$ cat src/rtl/core/vald_pkg.sv
`default_nettype none
package vald_pkg;
  localparam int MaxChannels = 8;
  localparam int MaxBlock = 1024;
  localparam logic signed [15:0] DbFloor = -16'sd23040;
  localparam logic signed [15:0] DbCeil = 16'sd6144;
  localparam logic [18:0] DbPerOctave = 19'd394566;
  localparam logic [10:0] SwitchMax = 11'd2047;

  localparam logic [2:0] RegChannelCount = 3'd0;
  localparam logic [2:0] RegBlockLength = 3'd1;
  localparam logic [2:0] RegDecayCoef = 3'd2;
  localparam logic [2:0] RegFullScale = 3'd3;
  localparam logic [2:0] RegAttackThresh = 3'd4;
  localparam logic [2:0] RegReleaseThresh = 3'd5;
  localparam logic [2:0] RegAttackHold = 3'd6;
  localparam logic [2:0] RegReleaseHold = 3'd7;

  typedef struct packed {
    logic [3:0] channel_count;
    logic [10:0] block_length;
    logic [15:0] decay_coef;
    logic [15:0] full_scale;
    logic signed [15:0] attack_thresh;
    logic signed [15:0] release_thresh;
    logic [9:0] attack_hold;
    logic [9:0] release_hold;
  } cfg_t;

  // controller to datapath
  typedef struct packed {
    logic load;       // capture sample, update envelope
    logic norm_env;   // load log unit with envelope
    logic norm_fs;    // load log unit with full scale
    logic sq_step;    // one squaring step
    logic save_env;   // keep envelope log
    logic db_calc;    // form dB product
    logic db_acc;     // round, clamp, accumulate
    logic div_start;
    logic div_step;
    logic detect;
  } cmd_t;

  // datapath to controller
  typedef struct packed {
    logic is_floor;
    logic block_done;
    logic div_last;
  } sts_t;
endpackage
`default_nettype wire

$ cat src/rtl/core/vald_ctrl.sv
`default_nettype none
module vald_ctrl (
  input  wire logic clk,
  input  wire logic rst_n,
  input  wire logic in_fire,
  input  wire logic analyse,
  input  wire vald_pkg::sts_t sts,
  input  wire logic out_free,
  output vald_pkg::cmd_t cmd,
  output logic busy,
  output logic emit
);
  import vald_pkg::*;

  typedef enum logic [10:0] {
    S_IDLE  = 11'b00000000001,
    S_CHK   = 11'b00000000010,
    S_NENV  = 11'b00000000100,
    S_SQE   = 11'b00000001000,
    S_NFS   = 11'b00000010000,
    S_SQF   = 11'b00000100000,
    S_MUL   = 11'b00001000000,
    S_ACC   = 11'b00010000000,
    S_DIV   = 11'b00100000000,
    S_DET   = 11'b01000000000,
    S_OUT   = 11'b10000000000
  } state_t;

  state_t state_r, state_nxt;
  logic [3:0] cnt_r, cnt_nxt;

  always_comb begin
    state_nxt = state_r;
    cnt_nxt = cnt_r;
    cmd = '0;
    emit = 1'b0;
    case (state_r)
      S_IDLE: begin
        if (in_fire && analyse) begin
          cmd.load = 1'b1;
          state_nxt = S_CHK;
        end
      end
      S_CHK: begin
        if (sts.is_floor) begin
          state_nxt = S_ACC;
        end else begin
          state_nxt = S_NENV;
        end
      end
      S_NENV: begin
        cmd.norm_env = 1'b1;
        cnt_nxt = 4'd0;
        state_nxt = S_SQE;
      end
      S_SQE: begin
        cmd.sq_step = 1'b1;
        cnt_nxt = cnt_r + 4'd1;
        if (cnt_r == 4'd15) state_nxt = S_NFS;
      end
      S_NFS: begin
        cmd.save_env = 1'b1;
        cmd.norm_fs = 1'b1;
        state_nxt = S_SQF;
      end
      S_SQF: begin
        cmd.sq_step = 1'b1;
        cnt_nxt = cnt_r + 4'd1;
        if (cnt_r == 4'd15) state_nxt = S_MUL;
      end
      S_MUL: begin
        cmd.db_calc = 1'b1;
        state_nxt = S_ACC;
      end
      S_ACC: begin
        cmd.db_acc = 1'b1;
        state_nxt = S_DIV;
      end
      S_DIV: begin
        if (!sts.block_done) begin
          state_nxt = S_IDLE;
        end else begin
          cmd.div_start = 1'b1;
          state_nxt = S_DET;
        end
      end
      S_DET: begin
        cmd.div_step = 1'b1;
        if (sts.div_last) begin
          state_nxt = S_OUT;
        end
      end
      S_OUT: begin
        if (out_free) begin
          cmd.detect = 1'b1;
          emit = 1'b1;
          state_nxt = S_IDLE;
        end
      end
      default: state_nxt = S_IDLE;
    endcase
  end

  assign busy = (state_r != S_IDLE);

  always_ff @(posedge clk) begin
    if (!rst_n) begin
      state_r <= S_IDLE;
      cnt_r <= '0;
    end else begin
      state_r <= state_nxt;
      cnt_r <= cnt_nxt;
    end
  end
endmodule
`default_nettype wire

$ cat config.mk
export PLATFORM = sky130hd
export DESIGN_NAME = vald_ctrl
export DESIGN_NICKNAME = d
export VERILOG_FILES = /design/src/rtl/core/vald_pkg.sv /design/src/rtl/core/vald_ctrl.sv
export SDC_FILE = /design/constraint.sdc
export NUM_CORES = 1
export LEC_CHECK = 0
export BUFFER_PORTS_ARGS = -buffer_cell sky130_fd_sc_hd__buf_2
export CAP_MARGIN = 10
export CELL_PAD_IN_SITES_DETAIL_PLACEMENT = 2
export CELL_PAD_IN_SITES_GLOBAL_PLACEMENT = 2
export CORE_UTILIZATION = 32
export CTS_BUF_LIST = sky130_fd_sc_hd__clkbuf_2
export DETAILED_ROUTE_END_ITERATION = 16
export PLACE_DENSITY_LB_ADDON = 0.1
export RECOVER_POWER = 100
export SLEW_MARGIN = 20
export SYNTH_ARGS = -nofsm -noshare
export SYNTH_HDL_FRONTEND = slang
export SYNTH_SLANG_ARGS = --single-unit
$ cat constraint.sdc
create_clock -name clk -period 2.3 [get_ports clk]
set_input_delay 0.115 -clock clk [delete_from_list [all_inputs] [get_ports clk]]
set_output_delay 0.115 -clock clk [all_outputs]
set_load 0.005 [all_outputs]
==> out/metrics.csv <==
metric,value,unit
synth_simple_gate_area_share,41.79,%
synth_nets,122,
postRouteAntennaNets,0,
highest_layer,met4,
drc,0,
hold_viol_final,0,
setup.worst_path.class,register to output pin,
synthAdderAreaFrac,1.357,%
most-common-layout-cells,"buf_2 (16), dfxtp_1 (15), nor3_1 (12), nor2_1 (11), nand2_1 (10)",
cts_max_path_buffers,2,
vias_per_cell,5.605,
max_freq,478.5,MHz
synth_xor_area_share,4.749,%
cts_tree,done,
p_switching,222.1,uW
cp-start-kind,register,
startpoint,state_r[0],
clk_latency,0.29,ns
rsz0062_at_grt,no,
crit_arrival,1.97,ns
fp.dieH,55.68,um
switching_share,35.26,%
nets,146,
cts.clk_slew.worst_paths,0.15,ns
final_core_util,38.86,%
power_density,593.1,mW/mm^2
synth_top_family_by_area,simple AND/OR/NAND/NOR gates,
start_util,33.73,%
gp_congestion,0.7473,
cts.sinks,15,
endpoint_kind,output pin,
grt_pass1_wl,4602,um
layout_commonest_cell,buf_2,
syn_inst,113,
antenna_found_initial,0,
h-tree-depth,1,
p_leak,0.0004873,uW
holdPathStages,3,
synth_seq_cells,15,
grt_overflow_total,0,
clockRootBuffer,clkbuf_2,
fin_skew,0.006927,ns
tightest_slew,0.4187,ns
met2_wirelength,1386,um
wirelength,2784,um
dpl.hpwl,2260,um
die_w,55.68,um
final.period_utilization,90.86,%
holdCritStartpoint,rst_n,
r2r-start,state_r[9],
drt_pass1_iterations,4,
synthMuxAreaShare,1.221,%
vias,936,
num_rows,19,
clockPowerShare,21.4,%
cp_data_required_time,2.18,ns
ios,20,
seqPwrFrac,45.8,%
ff2ff_path_depth,5,
fin_tns_setup,0,ns
internal-power,407.9,uW
relSlewSlack,71.83,%
synthToLayoutAreaGrowth,15.20,%
grt_max_degree,9,
dr_wl_met3,86,um
drt-initial-drc-count,26,
dieArea,0.003100,mm^2
gr-usage-all-layers,19.16,%
n_fill_cell,333,
diodes,0,
avgSynthCellArea,8.160,um^2
maxCapViolations,0,
seq_area_frac_synth,32.56,%
p_comb_share,32.8,%
cts_buffers,3,
core-area,0.002734,mm^2
wl_met1,1294,um
setup_viol,0,
peakVddDrop,0.2868,mV
slew_viol_final,0,
ys_warn_count,0,
synth_compound_area_share,12.35,%
hold_class,input pin to register,
wl_per_cell,16.67,um
period_needed,2.090,ns
portBuffers,19,
drive_gt1_share,26.47,%
ys_types,43,
status,"finished, final reports clean",
critPathMaxFanout,8,
netlist_area,922.1,um^2
grt_pass1_vias,961,
[registers in the layout (all words and copies together), names as in the netlist]
register and flops:
cnt_r 4, state_r 11
[cell usage after synthesis]
library cell	n	area [um^2]
a21o_2	1	8.760
a21oi_1	5	25.02
a21oi_2	1	8.760
a22oi_1	1	7.510
a31oi_1	2	12.51
a41oi_1	1	8.760
and3_1	1	6.260
and3b_1	2	17.52
and4_1	3	26.28
and4b_1	1	10.01
buf_2	1	5.000
buf_4	2	15.01
buf_6	1	11.26
clkbuf_2	1	5.000
dfxtp_1	15	300.3
ha_1	1	12.51
inv_1	5	18.77
mux2_2	1	11.26
nand2_1	10	37.54
nand3_1	5	25.02
nand3b_1	1	7.510
nand4_1	2	12.51
nand4_2	1	12.51
nor2_1	11	41.29
nor2b_1	1	6.260
nor3_1	12	60.06
nor3_2	1	10.01
nor4_1	3	18.77
nor4b_1	1	8.760
nor4b_4	1	23.77
o21ai_0	4	20.02
o21ai_1	1	5.000
o21ba_2	1	10.01
o21bai_1	1	7.510
or2_2	1	6.260
or3_1	1	6.260
or3_4	1	11.26
or3b_2	1	8.760
or4_1	1	7.510
or4_4	1	11.26
or4b_2	1	10.01
xnor2_1	1	8.760
xor2_1	4	35.03
[cells by family after synthesis]
logic type	after synthesis
muxes	1
DFF	15
AOI/OAI and AO/OA	18
and+or+nand+nor	63
buffers and inverters	10
xor gates and xnor gates	5
adders and majority gates	1
[per-layer routing]
layer	track usage, %	vias to the layer above
met5	0	-
met3	3.023	2
li1	-	462
met1	24.96	456
met2	32.19	16
met4	6.429	0
[power by group through the flow]
stage / sequential (uW) / combinational (uW) / clock (uW)
4_1_cts: 288 / 213 / 145
3_5_place_dp: 294 / 210 / 0
3_3_place_gp: 291 / 205 / 0
2_1_floorplan: 288 / 149 / 0
5_1_grt: 290 / 227 / 151
6_report: 288 / 207 / 135
[final cells by class]
| class | instances | area [um^2] | share of cell area (%) |
|---|---|---|---|
| repair buffers | 24 | 128.9 | 12.13 |
| well taps | 31 | 38.79 | 3.651 |
| multi-input cells | 88 | 555.5 | 52.30 |
| inverters | 5 | 18.77 | 1.767 |
| clock buffers | 4 | 20.02 | 1.885 |
| flip-flops and latches | 15 | 300.3 | 28.27 |
[through the flow]
step,worst slack (ns),cell area (um^2),total power [uW],instances,hold WS (ns)
2_1_floorplan,0.4679,922.1,437.3,113,0.1942
3_3_place_gp,0.2585,1050,496.7,162,0.2996
3_5_place_dp,0.1761,1050,503.8,162,0.3035
4_1_cts,0.1156,1080,645.3,167,0.08165
5_1_grt,0.08401,1062,668.0,167,0.1164
6_report,0.2103,1062,630.0,167,0.09514
[worst paths after layout]
kind / end / slack [ns]
min: state_r[10] / 0.1
min reg2reg: cnt_r[3] / 0.48
max: cmd[3] / 0.21
max reg2reg: state_r[7] / 0.29
[what timing repair did]
item	in CTS	in global routing
gates resized for setup	0	1
setup endpoints to repair	0	1
hold endpoints to repair	1	0
hold buffers	1	0
buffers inserted	0	0
[worst max-delay path, cell delays in order, from the launching register on]
cell     delay, ns
dfxtp_1       0.39
or4_4         0.62
nor4b_2       0.32
and3b_1       0.23
buf_2         0.12
Power figures use the tool's default switching activity.
