File: src/rtl/core/vald_pkg.sv
`default_nettype none
package vald_pkg;
  localparam int MaxChannels = 8;
  localparam int MaxBlock = 1024;
  localparam logic signed [15:0] DbFloor = -16'sd23040;
  localparam logic signed [15:0] DbCeil = 16'sd6144;
  localparam logic [18:0] DbPerOctave = 19'd394566;
  localparam logic [10:0] SwitchMax = 11'd2047;

  localparam logic [2:0] RegChannelCount = 3'd0;
  localparam logic [2:0] RegBlockLength = 3'd1;
  localparam logic [2:0] RegDecayCoef = 3'd2;
  localparam logic [2:0] RegFullScale = 3'd3;
  localparam logic [2:0] RegAttackThresh = 3'd4;
  localparam logic [2:0] RegReleaseThresh = 3'd5;
  localparam logic [2:0] RegAttackHold = 3'd6;
  localparam logic [2:0] RegReleaseHold = 3'd7;

  typedef struct packed {
    logic [3:0] channel_count;
    logic [10:0] block_length;
    logic [15:0] decay_coef;
    logic [15:0] full_scale;
    logic signed [15:0] attack_thresh;
    logic signed [15:0] release_thresh;
    logic [9:0] attack_hold;
    logic [9:0] release_hold;
  } cfg_t;

  // controller to datapath
  typedef struct packed {
    logic load;       // capture sample, update envelope
    logic norm_env;   // load log unit with envelope
    logic norm_fs;    // load log unit with full scale
    logic sq_step;    // one squaring step
    logic save_env;   // keep envelope log
    logic db_calc;    // form dB product
    logic db_acc;     // round, clamp, accumulate
    logic div_start;
    logic div_step;
    logic detect;
  } cmd_t;

  // datapath to controller
  typedef struct packed {
    logic is_floor;
    logic block_done;
    logic div_last;
  } sts_t;
endpackage
`default_nettype wire

File: src/rtl/core/vald_dp.sv
`default_nettype none
module vald_dp (
  input  wire logic clk,
  input  wire logic rst_n,
  input  wire vald_pkg::cfg_t cfg,
  input  wire vald_pkg::cmd_t cmd,
  input  wire logic signed [15:0] sample,
  output vald_pkg::sts_t sts,
  output logic signed [15:0] mean_db,
  output logic voice_on
);
  import vald_pkg::*;

  logic [31:0] env_r;
  logic [15:0] fs;
  logic [16:0] mag;
  logic [31:0] mag_q;
  logic [47:0] dec_prod;
  logic [31:0] m_r;
  logic [4:0] n_r;
  logic [15:0] frac_r;
  logic [20:0] lenv_r;
  logic signed [22:0] l_val;
  logic signed [42:0] p_r;
  logic signed [42:0] p_q;
  logic signed [15:0] db_c;
  logic is_floor;
  logic signed [25:0] sum_r;
  logic [10:0] cnt_r;
  logic [10:0] bl;
  // divider
  logic [25:0] dq_r;
  logic [10:0] drem_r;
  logic [10:0] dden_r;
  logic dneg_r;
  logic [4:0] dstep_r;
  logic [11:0] dtrial;
  logic tent_r, stat_r;
  logic signed [15:0] mean_r;
  logic [10:0] sw_r;

  assign fs = (cfg.full_scale == 16'd0) ? 16'd1 : cfg.full_scale;
  assign mag = (sample < 0) ? 17'(-$signed({sample[15], sample})) : {1'b0, sample};
  assign mag_q = {mag[15:0], 16'd0};
  assign dec_prod = env_r * cfg.decay_coef;
  assign bl = (cfg.block_length == 11'd0) ? 11'd1 :
              (cfg.block_length > 11'(MaxBlock)) ? 11'(MaxBlock) : cfg.block_length;

  function automatic logic [4:0] msb_pos(input logic [31:0] x);
    logic [4:0] p;
    p = 5'd0;
    for (int i = 0; i < 32; i++) if (x[i]) p = 5'(i);
    return p;
  endfunction

  logic [4:0] nsrc;
  logic [31:0] xsrc;
  logic [63:0] sq;
  logic [32:0] sq_sh;
  assign xsrc = cmd.norm_env ? env_r : {16'd0, fs};
  assign nsrc = msb_pos(xsrc);
  assign sq = m_r * m_r;
  assign sq_sh = 33'(sq >> 31);
  assign l_val = $signed({2'b00, lenv_r}) - $signed(23'(16 * 65536))
               - $signed({2'b00, n_r, frac_r});

  // floor test on the envelope held since load
  assign is_floor = (({17'd0, env_r} * 49'd100000) < ({33'd0, fs} * 49'd196608));

  // arithmetic shift floors the quotient
  assign p_q = p_r >>> 24;
  assign db_c = (p_q < 43'(DbFloor)) ? DbFloor :
                (p_q > 43'(DbCeil)) ? DbCeil : 16'(p_q);

  always_ff @(posedge clk) begin
    if (!rst_n) begin
      env_r <= '0;
      sum_r <= '0;
      cnt_r <= '0;
      tent_r <= 1'b0;
      stat_r <= 1'b0;
      sw_r <= '0;
    end else begin
      if (cmd.load) begin
        env_r <= (mag_q > env_r) ? mag_q : dec_prod[47:16];
      end
      if (cmd.db_acc) begin
        sum_r <= sum_r + 26'(is_floor ? DbFloor : db_c);
        cnt_r <= cnt_r + 11'd1;
      end
      if (cmd.div_start) begin
        sum_r <= '0;
        cnt_r <= '0;
      end
      if (cmd.detect) begin
        logic [10:0] sw;
        logic tn;
        sw = (sw_r < SwitchMax) ? sw_r + 11'd1 : sw_r;
        tn = tent_r;
        if (!tent_r) begin
          if (mean_r > cfg.attack_thresh) begin tn = 1'b1; sw = '0; end
        end else if (mean_r < cfg.release_thresh) begin
          tn = 1'b0; sw = '0;
        end
        tent_r <= tn;
        sw_r <= sw;
        if (tn != stat_r) begin
          if (tn) begin
            if (sw > {1'b0, cfg.attack_hold}) stat_r <= 1'b1;
          end else if (sw > {1'b0, cfg.release_hold}) begin
            stat_r <= 1'b0;
          end
        end
      end
    end
  end

  always_ff @(posedge clk) begin
    if (cmd.norm_env || cmd.norm_fs) begin
      n_r <= nsrc;
      m_r <= xsrc << (5'd31 - nsrc);
      frac_r <= '0;
    end else if (cmd.sq_step) begin
      if (sq_sh[32]) begin
        m_r <= sq_sh[32:1];
        frac_r <= {frac_r[14:0], 1'b1};
      end else begin
        m_r <= sq_sh[31:0];
        frac_r <= {frac_r[14:0], 1'b0};
      end
    end
    if (cmd.save_env) lenv_r <= {n_r, frac_r};
    if (cmd.db_calc) p_r <= 43'(l_val * $signed({1'b0, DbPerOctave})) + 43'sd8388608;
    if (cmd.div_start) begin
      dneg_r <= sum_r[25];
      dq_r <= sum_r[25] ? 26'(-sum_r) : 26'(sum_r);
      dden_r <= cnt_r;
      drem_r <= '0;
      dstep_r <= '0;
    end else if (cmd.div_step) begin
      if (dtrial >= {1'b0, dden_r}) begin
        drem_r <= 11'(dtrial - {1'b0, dden_r});
        dq_r <= {dq_r[24:0], 1'b1};
      end else begin
        drem_r <= dtrial[10:0];
        dq_r <= {dq_r[24:0], 1'b0};
      end
      dstep_r <= dstep_r + 5'd1;
    end
  end

  // block complete is tested after accumulate, so count already holds this sample
  assign sts.block_done = (cnt_r >= bl);
  assign sts.is_floor = is_floor;
  assign sts.div_last = (dstep_r == 5'd25);
  assign dtrial = {drem_r, dq_r[25]};

  always_ff @(posedge clk) begin
    if (cmd.div_step && sts.div_last) mean_r <= dneg_r ? -$signed(16'(
      (dtrial >= {1'b0, dden_r}) ? {dq_r[14:0], 1'b1} : {dq_r[14:0], 1'b0})) :
      $signed(16'((dtrial >= {1'b0, dden_r}) ? {dq_r[14:0], 1'b1} : {dq_r[14:0], 1'b0}));
  end

  assign mean_db = mean_r;
  assign voice_on = stat_r;
endmodule
`default_nettype wire

File: config.mk
export PLATFORM = sky130hd
export DESIGN_NAME = vald_dp
export DESIGN_NICKNAME = d
export VERILOG_FILES = /design/src/rtl/core/vald_pkg.sv /design/src/rtl/core/vald_dp.sv
export SDC_FILE = /design/constraint.sdc
export NUM_CORES = 2
export LEC_CHECK = 0
export BUFFER_PORTS_ARGS = -buffer_cell sky130_fd_sc_hd__buf_2
export CORE_AREA = 2 2 336 338
export CTS_CLUSTER_DIAMETER = 60
export CTS_CLUSTER_SIZE = 12
export DETAILED_ROUTE_END_ITERATION = 12
export DIE_AREA = 0 0 338 340
export GPL_TIMING_DRIVEN = 1
export PLACE_DENSITY = 0.92
export SYNTH_ARGS = -nofsm -noshare
export SYNTH_HDL_FRONTEND = slang
export SYNTH_SLANG_ARGS = --single-unit
export TNS_END_PERCENT = 20
File: constraint.sdc
create_clock -name clk -period 16.6 [get_ports clk]
set_input_delay 4.98 -clock clk [delete_from_list [all_inputs] [get_ports clk]]
set_output_delay 4.98 -clock clk [all_outputs]
set_load 0.1 [all_outputs]
==> flow_summary.toml <==
[outcome]
status = "complete, no violations"

[clock_network]
ctsResizeCount = 0
cts_buffers = 30
holdBufCountCts = 0
numClockSinks = 245
cts-root-buf = "clkbuf_16"
clock_latency_ns = 0.61
clk_pin_slew_ns = 0.06
cts_htree_levels = 1
tritoncts = "built"
cts_buffer_depth = 3
cts_setup_buffers = 0

[global_route]
grtUsageMet3_pct = 9.99
track_usage_pct = 36.1
grt.busiest_layer = "met2"
grt_max_degree = 83
use_met2_pct = 59.3
gr-total-overflow = 0
grt_pass1_wl_um = 329000
use_met1_pct = 42.2
grt_pass1_vias = 66100
grt_antenna_before_repair = 14

[setup_path]
critPathArrivalTime_ns = 10.67
ff2ff_setup_slack_ns = 4.63
cpPeakStageDelay_ns = 0.41
worstSetupStartpoint = "cfg[60]"
crit_end = "sts[2]"
cp_slowest_cell = "fa_1"
start_kind = "input port"
path_max_fanout = 12
cp-end-kind = "primary output"
rr_startpoint = "env_r[1]"
cp_common_cell = "a21oi_1"
crit_buf_inv = 4
crit_family = "compound AO/OA/AOI/OAI gates"
r2r-end = "sum_r[25]"
worst-path-stages = 31
rr_worst_depth = 53
worstSetupPathType = "input port to primary output"
worstPathRequired_ns = 11.62

[timing]
period_share_pct = 94.3
hold_violations = 0
fin_skew_ns = 0.0190
drv_slew = 0
fin_tns_setup_ns = 0
rsz0062_at_grt = "false"
worst_pin_slew_ns = 1.24
fin_crit_ns = 15.65
setup_viol = 0
max_slew_margin_pct = 17.5
max_freq_ghz = 0.0639

[floorplanning]
core_area_um2 = 112000
initial_core_util_pct = 66.3
die_h_um = 340
dieArea_um2 = 115000
io_pins = 147
fp.dieW_um = 338
rows = 123

[routing]
ant_nets = 0
wl_per_cell_um = 20.8
via_per_inst = 6.09
dr_total_vias = 59100
drt-pass1-iter-count = 7
wirelength_um = 202000
drc_errors = 0
drt_iter0_markers = 5525

[logic_synthesis]
synthCells = 8208
synth_fp_nets = 10700
synth_ff_type = "edfxtp_1"
yosysUniqueCellTypes = 96
netlist_area_um2 = 73900
yosys_warnings = 0
ys_ff_latch = 245
synth-edff-count = 131
syn_avg_cell_area_um2 = 9.01
synthArstFlopShare_pct = 0
ys_seq_area_share_pct = 8.41

[layout]
drive_gt1_share_pct = 4.08
final_core_util_pct = 69.1
layout.nets = 10700
fillCellCount = 7322
area_growth_pct = 4.30
fin_area_um2 = 77100

[min_path]
hp-class = "flip-flop to flip-flop"
hold_depth = 2
hp-start = "drem_r[10]"

[placement]
placed_area_um2 = 76100
place_congestion = 0.977
dp_hpwl_um = 157000
portBuffers = 142

[run]
cap_violations = 0
Yosys cell counts (all sizes together), types with 7 or more instances:
cell	instances	area (um^2)
nor4	15	93.8
nor3	58	300
a21oi	267	1340
nor3b	7	52.6
o211ai	20	150
clkinv	7	26.3
nand4	42	263
a41oi	7	61.3
or4	10	78.8
a311oi	7	85.1
nand3	79	395
nor2	376	1410
and2	354	2210
a31o	9	78.8
mux2i	99	991
nor2b	42	263
a31oi	32	200
edfxtp	131	3930
buf	20	85.1
o31ai	38	285
ha	944	11800
o21ai	174	882
mux2	9	101
dfxtp	114	2280
o21a	28	210
o31a	9	78.8
a211oi	33	248
a2111oi	11	115
nand2	853	3200
o21bai	29	218
fa	1413	28300
o41ai	16	140
nand2b	55	344
o22ai	27	169
xnor2	185	1630
clkbuf	280	1050
a21boi	16	120
a211o	14	123
or2	21	134
a21o	102	766
and3	28	175
or3	30	193
inv	1984	7450
xor2	123	1080
cells by family (layout without fill, tap and decap cells):
family / after synthesis / in the layout / share of synthesized area (%)
multiplexers: 108 / 108 / 1.48
AO/OA/AOI/OAI: 906 / 906 / 7.97
adder cells (fa/ha/maj): 2357 / 2357 / 54.2
XOR/XNOR: 308 / 308 / 3.66
flip-flops: 245 / 245 / 8.41
buffers and inverters: 2291 / 2277 / 11.6
other: 0 / 10 / 0
AND/OR/NAND/NOR: 1993 / 1993 / 12.6
tightest hold or removal path: cells and delay by family, from the launching register on:
| kind | cells | cell delay [ns] |
|---|---|---|
| DFF | 1 | 0.31 |
| buffers and inverters | 1 | 0.05 |
| AOI/OAI and AO/OA | 1 | 0.05 |
flip-flops by register name, summed over array words and instances, names as in the netlist:
name	cells
dden_r	11
m_r	32
cnt_r	11
dneg_r	1
mean_db	16
sum_r	26
dq_r	26
voice_on	1
frac_r	16
drem_r	11
dstep_r	5
lenv_r	21
tent_r	1
env_r	32
p_r	19
sw_r	11
n_r	5
metal layers:
| metal | part of all wire [%] | wire [um] |
|---|---|---|
| met1 | 34 | 68200 |
| met2 | 47 | 95300 |
| met3 | 12 | 23500 |
| met4 | 7.3 | 14700 |
| met5 | 0.033 | 67 |
area by class of cell:
| cell class | instances | area, um^2 | share of cell area [%] |
|---|---|---|---|
| Timing Repair Buffer | 231 | 1390 | 1.81 |
| Clock buffer | 43 | 821 | 1.06 |
| Clock inverter | 12 | 148 | 0.191 |
| Tap cell | 1500 | 1880 | 2.43 |
| Antenna cell | 10 | 25.0 | 0.0325 |
| Multi-Input combinational cell | 5672 | 59200 | 76.7 |
| Inverter | 1991 | 7470 | 9.69 |
| Sequential cell | 245 | 6220 | 8.06 |
cells in the final DEF (no fill, tap or decap), types with 14 or more instances in the layout:
cell type     n
clkbuf_16    31
nand2b_1     55
o21a_1       28
o22ai_1      27
nor4_1       15
nand4_1      42
o211ai_1     20
a31oi_1      32
a21oi_1     265
nor2_1      376
o21ai_1      21
nor3_1       56
buf_2       141
a21o_1      102
a211o_1      14
nand2_1     853
buf_4        89
or3_1        29
ha_1        944
o21ai_0     150
mux2i_1      99
a211oi_1     33
xnor2_1     184
o31ai_1      38
a21boi_0     14
o41ai_1      15
dfxtp_1     114
edfxtp_1    131
o21bai_1     29
and3_1       28
or2_2        19
and2_1      353
inv_1      1981
nor2b_1      42
xor2_1      123
fa_1       1413
nand3_1      79
worst min-delay path by stage:
stage	slack (ns)	to
global placement	0.44	drem_r[10]
finish	0.46	drem_r[10]
global route	0.49	lenv_r[15]
floorplan	0.43	lenv_r[16]
CTS	0.46	drem_r[10]
detailed placement	0.45	drem_r[10]
per-stage QoR:
| step | std cells | hold WS, ns | setup WS (ns) |
|---|---|---|---|
| 4_1_cts | 9694 | 0.458 | 0.977 |
| 3_5_place_dp | 9639 | 0.449 | 1.01 |
| 2_1_floorplan | 8208 | 0.426 | 1.21 |
| 3_3_place_gp | 9639 | 0.441 | 1.06 |
| 5_1_grt | 9700 | 0.486 | 0.426 |
| 6_report | 9704 | 0.456 | 0.947 |
Power is left out: the tool's default activity adds up to more than one toggle a clock period on the data nets, which glitch-free logic cannot reach.
